<file path="src/design/response_frame_sync_core_macros.svh">
// ----------------------------------------------------------------------------
// Response frame sync assertion macros
// Shared concurrent assertion forms, clocked on aclk and held off in reset.
// ----------------------------------------------------------------------------
`ifndef RESPONSE_FRAME_SYNC_CORE_MACROS_SVH
`define RESPONSE_FRAME_SYNC_CORE_MACROS_SVH

// The consequent must hold in the same cycle as the antecedent.
`define RFS_ASSERT_SAME(label, ante, cons) \
    label: assert property (@(posedge aclk) disable iff (!aresetn) (ante) |-> (cons)) \
        else $error("rfs assertion failed");

// The consequent must hold in the cycle after the antecedent.
`define RFS_ASSERT_NEXT(label, ante, cons) \
    label: assert property (@(posedge aclk) disable iff (!aresetn) (ante) |=> (cons)) \
        else $error("rfs assertion failed");

`endif

</file>
<file path="src/design/rfs_pkg.sv">
// ----------------------------------------------------------------------------
// Response frame sync package
// Window geometry, frame constants, mode and status codes, command table.
// ----------------------------------------------------------------------------
package rfs_pkg;

    localparam int WINDOW_DEPTH = 13;

    // Window positions of the first byte of a 13-byte and a 9-byte frame.
    localparam int LONG_START  = WINDOW_DEPTH - 13;
    localparam int SHORT_START = WINDOW_DEPTH - 9;

    typedef logic [WINDOW_DEPTH-1:0][7:0] window_t;

    localparam logic [7:0] SYNC_BYTE0 = 8'h55;
    localparam logic [7:0] SYNC_BYTE1 = 8'hAA;
    localparam logic [7:0] SYNC_BYTE2 = 8'h01;

    localparam logic [3:0] LEN_NONE  = 4'd0;
    localparam logic [3:0] LEN_SHORT = 4'd9;
    localparam logic [3:0] LEN_LONG  = 4'd13;
    localparam logic [3:0] SEEN_MAX  = 4'd15;

    localparam logic [1:0] MODE_BYTE  = 2'd0;
    localparam logic [1:0] MODE_START = 2'd1;
    localparam logic [1:0] MODE_TICK  = 2'd2;

    localparam logic [2:0] ST_SEARCH  = 3'd0;
    localparam logic [2:0] ST_MATCH   = 3'd1;
    localparam logic [2:0] ST_RAW     = 3'd2;
    localparam logic [2:0] ST_TIMEOUT = 3'd3;
    localparam logic [2:0] ST_IDLE    = 3'd4;

    localparam logic [0:0] REG_EXPECTED_COMMAND = 1'b0;
    localparam logic [0:0] REG_TIMEOUT_MS       = 1'b1;

    typedef struct packed {
        logic        hit;
        logic [31:0] first_value;
        logic [31:0] second_value;
    } match_t;

    function automatic logic [3:0] frame_len(input logic [7:0] cmd);
        logic [3:0] len;
        case (cmd)
            8'h0B, 8'h0D, 8'h11: begin
                len = LEN_LONG;
            end
            8'h03, 8'h0F, 8'h17, 8'h19, 8'h1D: begin
                len = LEN_SHORT;
            end
            default: begin
                len = LEN_NONE;
            end
        endcase
        return len;
    endfunction

endpackage

</file>
<file path="src/design/rfs_cell.sv">
// ----------------------------------------------------------------------------
// Response frame sync window cell
// One byte of the receive window; loads its input byte on a shift, clears on clear (clear wins).
// ----------------------------------------------------------------------------
module rfs_cell (
    input  logic       aclk,
    input  logic       aresetn,
    input  logic       clear,
    input  logic       shift,
    input  logic [7:0] din,
    output logic [7:0] q
);
    logic [7:0] byte_reg;
    logic [7:0] byte_next;

    always_comb begin
        byte_next = byte_reg;
        if (clear) begin
            byte_next = 8'h00;
        end else if (shift) begin
            byte_next = din;
        end
    end

    always_ff @(posedge aclk) begin
        if (!aresetn) begin
            byte_reg <= 8'h00;
        end else begin
            byte_reg <= byte_next;
        end
    end

    assign q = byte_reg;

endmodule

</file>
<file path="src/design/rfs_matcher.sv">
// ----------------------------------------------------------------------------
// Response frame sync matcher
// Checks the newest bytes of the shifted window for a framed reply.
// ----------------------------------------------------------------------------
module rfs_matcher (
    input  rfs_pkg::window_t window,
    input  logic [7:0]       command,
    input  logic [3:0]       frame_len,
    input  logic [3:0]       count,
    output rfs_pkg::match_t  result
);
    import rfs_pkg::*;

    logic [7:0] pair_sum [6];
    logic [7:0] sum_short;
    logic [7:0] sum_long;
    logic       head_short;
    logic       head_long;
    logic       ok_short;
    logic       ok_long;

    // The long frame's checksum covers the short frame's bytes plus four more.
    // Bytes are added in pairs first so that the adder tree stays shallow.
    always_comb begin
        for (int i = 0; i < 6; i++) begin
            pair_sum[i] = window[LONG_START + 2*i] + window[LONG_START + 2*i + 1];
        end
        sum_short = (pair_sum[2] + pair_sum[3]) + (pair_sum[4] + pair_sum[5]);
        sum_long  = sum_short + (pair_sum[0] + pair_sum[1]);
    end

    assign head_short = (window[SHORT_START] == SYNC_BYTE0)
                     && (window[SHORT_START + 1] == SYNC_BYTE1)
                     && (window[SHORT_START + 2] == SYNC_BYTE2)
                     && (window[SHORT_START + 3] == command);
    assign head_long  = (window[LONG_START] == SYNC_BYTE0)
                     && (window[LONG_START + 1] == SYNC_BYTE1)
                     && (window[LONG_START + 2] == SYNC_BYTE2)
                     && (window[LONG_START + 3] == command);

    assign ok_short = (frame_len == LEN_SHORT) && (count >= LEN_SHORT) && head_short
                   && (sum_short == window[WINDOW_DEPTH-1]);
    assign ok_long  = (frame_len == LEN_LONG) && (count >= LEN_LONG) && head_long
                   && (sum_long == window[WINDOW_DEPTH-1]);

    always_comb begin
        result.hit          = ok_short || ok_long;
        result.first_value  = 32'h0;
        result.second_value = 32'h0;
        if (ok_long) begin
            result.first_value  = window[LONG_START + 4 +: 4];
            result.second_value = window[LONG_START + 8 +: 4];
        end else if (ok_short) begin
            result.first_value  = window[SHORT_START + 4 +: 4];
        end
    end

endmodule

</file>
<file path="src/design/response_frame_sync_core.sv">
// ----------------------------------------------------------------------------
// Response frame sync core
// A result appears in the output register in the cycle after its transaction is
// accepted. Throughput: one transaction per cycle unless m_ready stalls the output,
// set by the byte cell shift and the checksum adders ahead of the output register.
// Reset (aresetn low, synchronous): window, counters and output valid clear,
// expected_command returns to 3 and timeout_ms to 100.
// ----------------------------------------------------------------------------
`include "response_frame_sync_core_macros.svh"

module response_frame_sync_core (
    input  logic        aclk,
    input  logic        aresetn,
    input  logic        cfg_we,
    input  logic        cfg_addr,
    input  logic [15:0] cfg_wdata,
    input  logic        s_valid,
    output logic        s_ready,
    input  logic [1:0]  s_mode,
    input  logic [7:0]  s_rx_byte,
    output logic        m_valid,
    input  logic        m_ready,
    output logic [2:0]  m_status,
    output logic [31:0] m_first_value,
    output logic [31:0] m_second_value
);
    import rfs_pkg::*;

    logic [7:0]  cmd_reg;
    logic [15:0] timeout_reg;
    logic        waiting_reg, waiting_next;
    logic [3:0]  seen_reg, seen_next, seen_inc;
    logic [15:0] elapsed_reg, elapsed_next, elapsed_inc;
    logic        m_valid_reg, m_valid_next;
    logic [2:0]  status_reg, status_next;
    logic [31:0] first_reg, first_next;
    logic [31:0] second_reg, second_next;

    logic        s_fire;
    logic        cell_shift;
    logic        cell_clear;
    logic [3:0]  flen;
    window_t     window;
    window_t     window_shifted;
    match_t      match;
    logic        m_status_reg_is_idle;

    assign s_ready    = !m_valid_reg || m_ready;
    assign s_fire     = s_valid && s_ready;
    assign cell_shift = s_fire && (s_mode == MODE_BYTE) && waiting_reg;
    assign cell_clear = s_fire && (s_mode == MODE_START);
    assign flen       = frame_len(cmd_reg);

    // The newest byte enters at the top cell; every other cell takes its upper neighbor.
    always_comb begin
        for (int i = 0; i < WINDOW_DEPTH - 1; i++) begin
            window_shifted[i] = window[i+1];
        end
        window_shifted[WINDOW_DEPTH-1] = s_rx_byte;
    end

    for (genvar g = 0; g < WINDOW_DEPTH; g++) begin : g_cell
        rfs_cell u_cell (
            .aclk    (aclk),
            .aresetn (aresetn),
            .clear   (cell_clear),
            .shift   (cell_shift),
            .din     (window_shifted[g]),
            .q       (window[g])
        );
    end

    assign seen_inc    = (seen_reg == SEEN_MAX) ? seen_reg : seen_reg + 4'd1;
    assign elapsed_inc = (elapsed_reg == 16'hFFFF) ? elapsed_reg : elapsed_reg + 16'd1;

    rfs_matcher u_matcher (
        .window    (window_shifted),
        .command   (cmd_reg),
        .frame_len (flen),
        .count     (seen_inc),
        .result    (match)
    );

    always_comb begin
        waiting_next = waiting_reg;
        seen_next    = seen_reg;
        elapsed_next = elapsed_reg;
        status_next  = waiting_reg ? ST_SEARCH : ST_IDLE;
        first_next   = 32'h0;
        second_next  = 32'h0;
        if (s_mode == MODE_START) begin
            waiting_next = 1'b1;
            seen_next    = 4'd0;
            elapsed_next = 16'd0;
            status_next  = ST_SEARCH;
        end else if (s_mode == MODE_BYTE && waiting_reg) begin
            seen_next = seen_inc;
            if (flen == LEN_NONE) begin
                status_next  = ST_RAW;
                first_next   = {24'h0, s_rx_byte};
                waiting_next = 1'b0;
            end else if (match.hit) begin
                status_next  = ST_MATCH;
                first_next   = match.first_value;
                second_next  = match.second_value;
                waiting_next = 1'b0;
            end
        end else if (s_mode == MODE_TICK && waiting_reg) begin
            elapsed_next = elapsed_inc;
            if (elapsed_inc >= timeout_reg) begin
                status_next  = ST_TIMEOUT;
                waiting_next = 1'b0;
            end
        end
    end

    assign m_valid_next = s_fire || (m_valid_reg && !m_ready);

    always_ff @(posedge aclk) begin
        if (!aresetn) begin
            cmd_reg     <= 8'd3;
            timeout_reg <= 16'd100;
            waiting_reg <= 1'b0;
            seen_reg    <= 4'd0;
            elapsed_reg <= 16'd0;
            m_valid_reg <= 1'b0;
        end else begin
            if (cfg_we && cfg_addr == REG_EXPECTED_COMMAND) begin
                cmd_reg <= cfg_wdata[7:0];
            end
            if (cfg_we && cfg_addr == REG_TIMEOUT_MS) begin
                timeout_reg <= cfg_wdata;
            end
            if (s_fire) begin
                waiting_reg <= waiting_next;
                seen_reg    <= seen_next;
                elapsed_reg <= elapsed_next;
            end
            m_valid_reg <= m_valid_next;
        end
    end

    always_ff @(posedge aclk) begin
        if (s_fire) begin
            status_reg <= status_next;
            first_reg  <= first_next;
            second_reg <= second_next;
        end
    end

    assign m_valid        = m_valid_reg;
    assign m_status       = status_reg;
    assign m_first_value  = first_reg;
    assign m_second_value = second_reg;

    assign m_status_reg_is_idle = (status_reg == ST_IDLE) && (first_reg == 32'h0);

    // A start transaction opens the search with a cleared count and timer.
    `RFS_ASSERT_NEXT(a_start_opens, s_fire && s_mode == MODE_START,
        waiting_reg && seen_reg == 4'd0 && elapsed_reg == 16'd0)
    // Anything but a start while idle is reported as ignored.
    `RFS_ASSERT_NEXT(a_idle_ignored, s_fire && !waiting_reg && s_mode != MODE_START,
        m_status_reg_is_idle)
    // A closing status always leaves the block idle.
    `RFS_ASSERT_SAME(a_close_idles,
        m_valid_reg && $past(s_fire) &&
        (status_reg == ST_MATCH || status_reg == ST_RAW || status_reg == ST_TIMEOUT),
        !waiting_reg)
    // The window never moves while idle.
    `RFS_ASSERT_SAME(a_no_shift_idle, cell_shift, waiting_reg && !cell_clear)

endmodule
</file>
<file path="config.mk">
export PLATFORM = sky130hd
export DESIGN_NAME = response_frame_sync_core
export DESIGN_NICKNAME = d
export VERILOG_FILES = /design/src/design/rfs_pkg.sv /design/src/design/rfs_cell.sv /design/src/design/rfs_matcher.sv /design/src/design/response_frame_sync_core.sv
export VERILOG_INCLUDE_DIRS = /design/src /design/src/design
export SDC_FILE = /design/constraint.sdc
export NUM_CORES = 1
export LEC_CHECK = 0
export ABC_AREA = 1
export BUFFER_PORTS_ARGS = -buffer_cell sky130_fd_sc_hd__buf_2
export CAP_MARGIN = 20
export CORE_ASPECT_RATIO = 0.9
export CORE_MARGIN = 3
export CORE_UTILIZATION = 40
export CTS_CLUSTER_DIAMETER = 60
export DETAILED_ROUTE_END_ITERATION = 7
export PLACE_DENSITY = 0.58
export SYNTH_ARGS = -nofsm -noshare
export SYNTH_HDL_FRONTEND = slang
export SYNTH_SLANG_ARGS = --single-unit
export TNS_END_PERCENT = 10
</file>
<file path="constraint.sdc">
create_clock -name aclk -period 6.9 [get_ports aclk]
set_input_delay 1.38 -clock aclk [delete_from_list [all_inputs] [get_ports aclk]]
set_output_delay 1.38 -clock aclk [all_outputs]
set_load 0.01 [all_outputs]
</file>
# == Word level (Yosys, flattened, before mapping) ==
# Memory sizes are Yosys's and may differ from the RTL's. A register that Yosys moved wholly into a read port is not among the register bits.
# Index checks and enable logic that the tools add are counted.
# totals
regBits,209
rom_bits,96
output_inout_bits,69
memories,1
# classes
n_addsub,13
n_lt_le_gt_ge,3
eq_ne,18
mux,26
bitwise,5
n_reduce_logical,40
# memory_table
memory,words,word_bits,read_ports,rd_ports_with_merged_regs,wr,line_no,source
(no name shown),32,3,1,1,0,rfs_pkg.sv:45,case (cmd)
# op_table
operator,count
8-bit adder,11
16-bit 2-to-1 mux,4
32-bit 2-to-1 mux,2
8-bit equality test,4
1-bit logical AND,21
3-bit 2-to-1 mux,6
"16-bit by 1-bit adder with 16-bit output, second input constant",1
"16-bit equality test, second input constant",1
"8-bit by 1-bit equality test with 1-bit output, second input constant",2
"8-bit by 7-bit equality test with 1-bit output, second input constant",2
"8-bit equality test, second input constant",2
16-bit greater-or-equal comparator,1
4-bit 2-to-1 mux,4
8-bit 2-to-1 mux,2
"4-bit equality test, second input constant",3
5-bit 2-to-1 mux,2
"4-bit greater-or-equal comparator, second input constant",2
1-bit 2-to-1 mux,6
3-bit nonzero test,2
1-bit NOT,5
5-bit OR reduction,1
"4-bit by 1-bit adder with 4-bit output, second input constant",1
4-bit zero test,1
"4-bit by 3-bit != test with 1-bit output, second input constant",1
13 further kinds,18

# == Longest topological paths before layout ==
# logic_depth
word_depth,11
depth_mapped,31
depth_no_buf,30

# == By module ==
# A second synthesis with hierarchy kept.
# hier_totals
hier_cells,1638
hier_area_um2,12472.0
# modules_own_cells
module,n_inst,cells_per_inst,area_each_um2,seq_area_each_um2
response_frame_sync_core,1,625,5362.6,2972.9
rfs_matcher,1,581,3716.1,0.0
rfs_cell,12,36,282.8,160.2

# == Least setup slack after synthesis ==
# No wires, ideal clock.
# synth_timing
path_type,register to register
from,reg g_cell[5].u_cell.byte_reg[2]
to,"reg first_reg[2] (netlist: m_first_value[2]), data pin"
setup_ns,0.258
arrival_time_ns,5.549
setup_slack_ns,1.092
path_stages_with_launch,30
path_buffers,2
path_cell_list,dfxtp_1 fa_1 inv_1 fa_1 fa_1 inv_1 fa_1 ha_1 inv_1 fa_1 xor2_2 fa_1 inv_1 ha_1 a21oi_1 nand2_1 nand2_1 nand2_1 nand2_1 nand2_1 nor2_1 nand2_1 nor2_1 nand3_2 buf_6 buf_6 nand2_1 o21ai_1 nand3_1 o21ai_1
# synth_between
elab_chain_cells,10
# synth_lines
item,line_no,source
from (decl),rfs_cell.sv:13,logic [7:0] byte_reg;
from (signal assigned),rfs_cell.sv:29,byte_reg <= byte_next;
"parallel branches: the longest is 8 deep, another holds 8-bit adder",n/a,
8-bit 2-to-1 mux *,response_frame_sync_core.sv:102,end else if (match.hit) begin
8-bit 2-to-1 mux *,response_frame_sync_core.sv:98,if (flen == LEN_NONE) begin
to (signal assigned),response_frame_sync_core.sv:146,first_reg <= first_next;
to (decl),response_frame_sync_core.sv:36,"logic [31:0] first_reg, first_next;"
# Mark *: on every way between the ends.
# A chain may end at the register's enable or synchronous reset.

# == Worst setup path in the final report ==
# layout_timing
from,reg g_cell[8].u_cell.byte_reg[2]
to,"reg first_reg[4] (netlist: m_first_value[4]), data pin"
# layout_between
elab_chain_cells,9
# layout_lines
item,line_no,source
from (decl),rfs_cell.sv:13,
from (signal assigned),rfs_cell.sv:29,
8-bit adder,rfs_matcher.sv:26,pair_sum[i] = window[LONG_START + 2*i] + window[LONG_START + 2*i + 1];
8-bit adder (2 in series),rfs_matcher.sv:28,sum_short = (pair_sum[2] + pair_sum[3]) + (pair_sum[4] + pair_sum[5]);
8-bit adder or 8-bit equality test (tied branches),"rfs_matcher.sv:29, rfs_matcher.sv:42",
8-bit equality test or 1-bit logical AND (tied branches),"rfs_matcher.sv:44, rfs_matcher.sv:42",
1-bit logical AND or 32-bit 2-to-1 mux (tied branches),"rfs_matcher.sv:44, rfs_matcher.sv:53",
32-bit 2-to-1 mux or 1-bit logical OR (tied branches),"rfs_matcher.sv:50, rfs_matcher.sv:47",
8-bit 2-to-1 mux *,response_frame_sync_core.sv:102,
8-bit 2-to-1 mux *,response_frame_sync_core.sv:98,
# Mark *: on every way between the ends. The rest lies on a longest branch, timed or not.

==> reports/metrics.yaml <==
setup_path:
  cp_max_fo: 41
  cpMaxStageDelayCell: "fa_1"
  critical_path_buf_inv_count: 5
  crit_required_ns: 7.25
  critPathLaunchType: "flip-flop"
  slowest_delay_ns: 0.55
  arrival_ns: 6.84
  path_delay_family: "adder cells"
  crit_type: "reg -> reg"
  endpoint_kind: "flip-flop"
global_routing:
  overflow: 0
  grt_pass1_vias: 9166
  grt_pass1_wl_mm: 49.1
  grt_start_max_net_pins: 149
  grt_usage: 0.193
  antenna_found_initial: 0
logic_synthesis:
  synth.distinct_cells: 47
  ys.flop_type: "dfxtp_1"
  netlist_instances: 1413
  async_flop_share: 0
  syn_area_um2: 11700
  synth_fp_nets: 1539
  synth_edf_count: 67
  ys_seq_area_frac: 0.417
  yosys_register_bits: 211
  avgSynthCellArea_um2: 8.30
  synth-warning-count: 0
cells_and_area:
  fill_cells: 2810
  layout_commonest_cell: "nand2_1"
  largest_reg_flops: 96
  stdcell_area_um2: 13400
  syn_to_final_growth_pct: 14.3
  drive_gt1_frac: 0.118
  final_util: 0.472
  final_cell_mix: "nand2_1, nor2_1, inv_1, dfxtp_1, buf_2"
  fin_nets: 1620
floorplan:
  die_area_um2: 31400
  die_w_um: 187
  num_rows: 58
  core_area_um2: 28400
  io_pins: 101
  start_util: 0.413
  die-height_um: 168
min_path:
  worstHoldPathType: "reg -> reg"
power_and_ir_drop:
  power_density_nw_per_um2: 216
  p_leak_nw: 5.29
  ir_drop_v: 0.000156
  p_total_mw: 2.89
clocking:
  cts_tree: "yes"
  clockBufferDepth: 3
  insertion_delay_ns: 0.52
  cts_made_buffers: 25
  cts.repair.resized: 0
  cts-hold-fix-buffers: 0
  numClockSinks: 211
  path_clk_slew_ns: 0.06
  h-tree-depth: 1
  post-cts-setup-buffers: 0
  cts_root_buffer: "clkbuf_16"
route:
  route.detailed.drc: 0
  viasPerCell: 4.99
  ant_nets: 0
  vias: 9492
  drt_first_pass_iters: 5
  totalWireLength_mm: 30.5
  wl_per_cell_um: 16.0
  first_iter_violations: 725
timing:
  final_max_slew_viol_count: 0
  fin_setup_tns_ns: 0
  timing_hold_violations_final: 0
  rsz0062_at_grt: "no"
  skew_ns: 0.0125
  fmax_mhz: 154
  holdWs_ns: 0.464
  setup_viol: 0
  relSlewSlack: 0.307
  finalCritPeriodShare: 0.941
  tightest_slew_ns: 1.04
  period_needed_ns: 6.50
placed_design:
  detailed_place.area_um2: 12500
  dpl.hpwl_mm: 22.4
  port_buffers: 100
  routabilityCongestion: 0.897
run:
  cap_violations: 0
outcome:
  status: "finished, final reports clean"
==> layer usage <==
layer | track usage | vias up | wire [µm]
met1 | 0.277 | 4482 | 14500
met4 | 0.0381 | 0 | 576
met5 | 0 | - | 0
met3 | 0.0280 | 36 | 1700
met2 | 0.313 | 233 | 13700
li1 | - | 4741 | -
==> worst min-delay path, cell delays in order (launching register included) <==
cell     delay (ns)
dfxtp_1        0.30
inv_1          0.06
a21oi_1        0.06
==> through the flow <==
step	setup slack (ns)	instances
CTS	0.486	1900
global route	0.00633	1902
detailed placement	0.514	1855
finish	0.405	1903
global placement	0.596	1855
floorplan	1.09	1413
==> logic make-up after synthesis <==
family	synth area share
simple gates	0.192
compound gates	0.130
buf+inv	0.0910
flops	0.417
fa+ha+maj	0.138
xor+xnor	0.0318
==> path summary, 6_finish.rpt <==
path,startpoint,end,slack [ns],depth (start not counted)
worst max-delay path,g_cell[8].u_cell.q[2],m_first_value[4],0.40,27
worst min-delay path,timeout_reg[1],timeout_reg[1],0.46,2
worst max register to register,g_cell[8].u_cell.q[2],m_first_value[4],0.40,27
worst min register to register,timeout_reg[1],timeout_reg[1],0.46,2
==> layout make-up <==
cell class	count	area [µm²]	share of cell area
Timing Repair Buffer	110	621	0.0463
Multi-Input combinational cell	945	5780	0.432
Inverter	201	756	0.0564
Tap cell	390	488	0.0364
Sequential cell	211	4890	0.365
Antenna cell	1	2.50	0.000187
Clock buffer	36	727	0.0542
Clock inverter	9	130	0.00971
==> report_power, final <==
group	total [mW]	internal, mW	switching (mW)
clock network	1.36	0.842	0.521
registers	1.33	1.31	0.0186
logic	0.194	0.0643	0.130
total	2.89	2.22	0.670
==> synthesized netlist by cell type (35+ instances only) <==
master	n	area [µm²]
nor2_1	199	747
nand3_1	47	235
o21ai_0	39	195
inv_1	192	721
fa_1	59	1180
nand2_1	262	983
a211oi_1	69	518
a21oi_1	84	420
o21ai_1	51	255
edfxtp_1	67	2010
ha_1	35	438
dfxtp_1	144	2880
No activity file was read; power rests on OpenSTA's default activity.
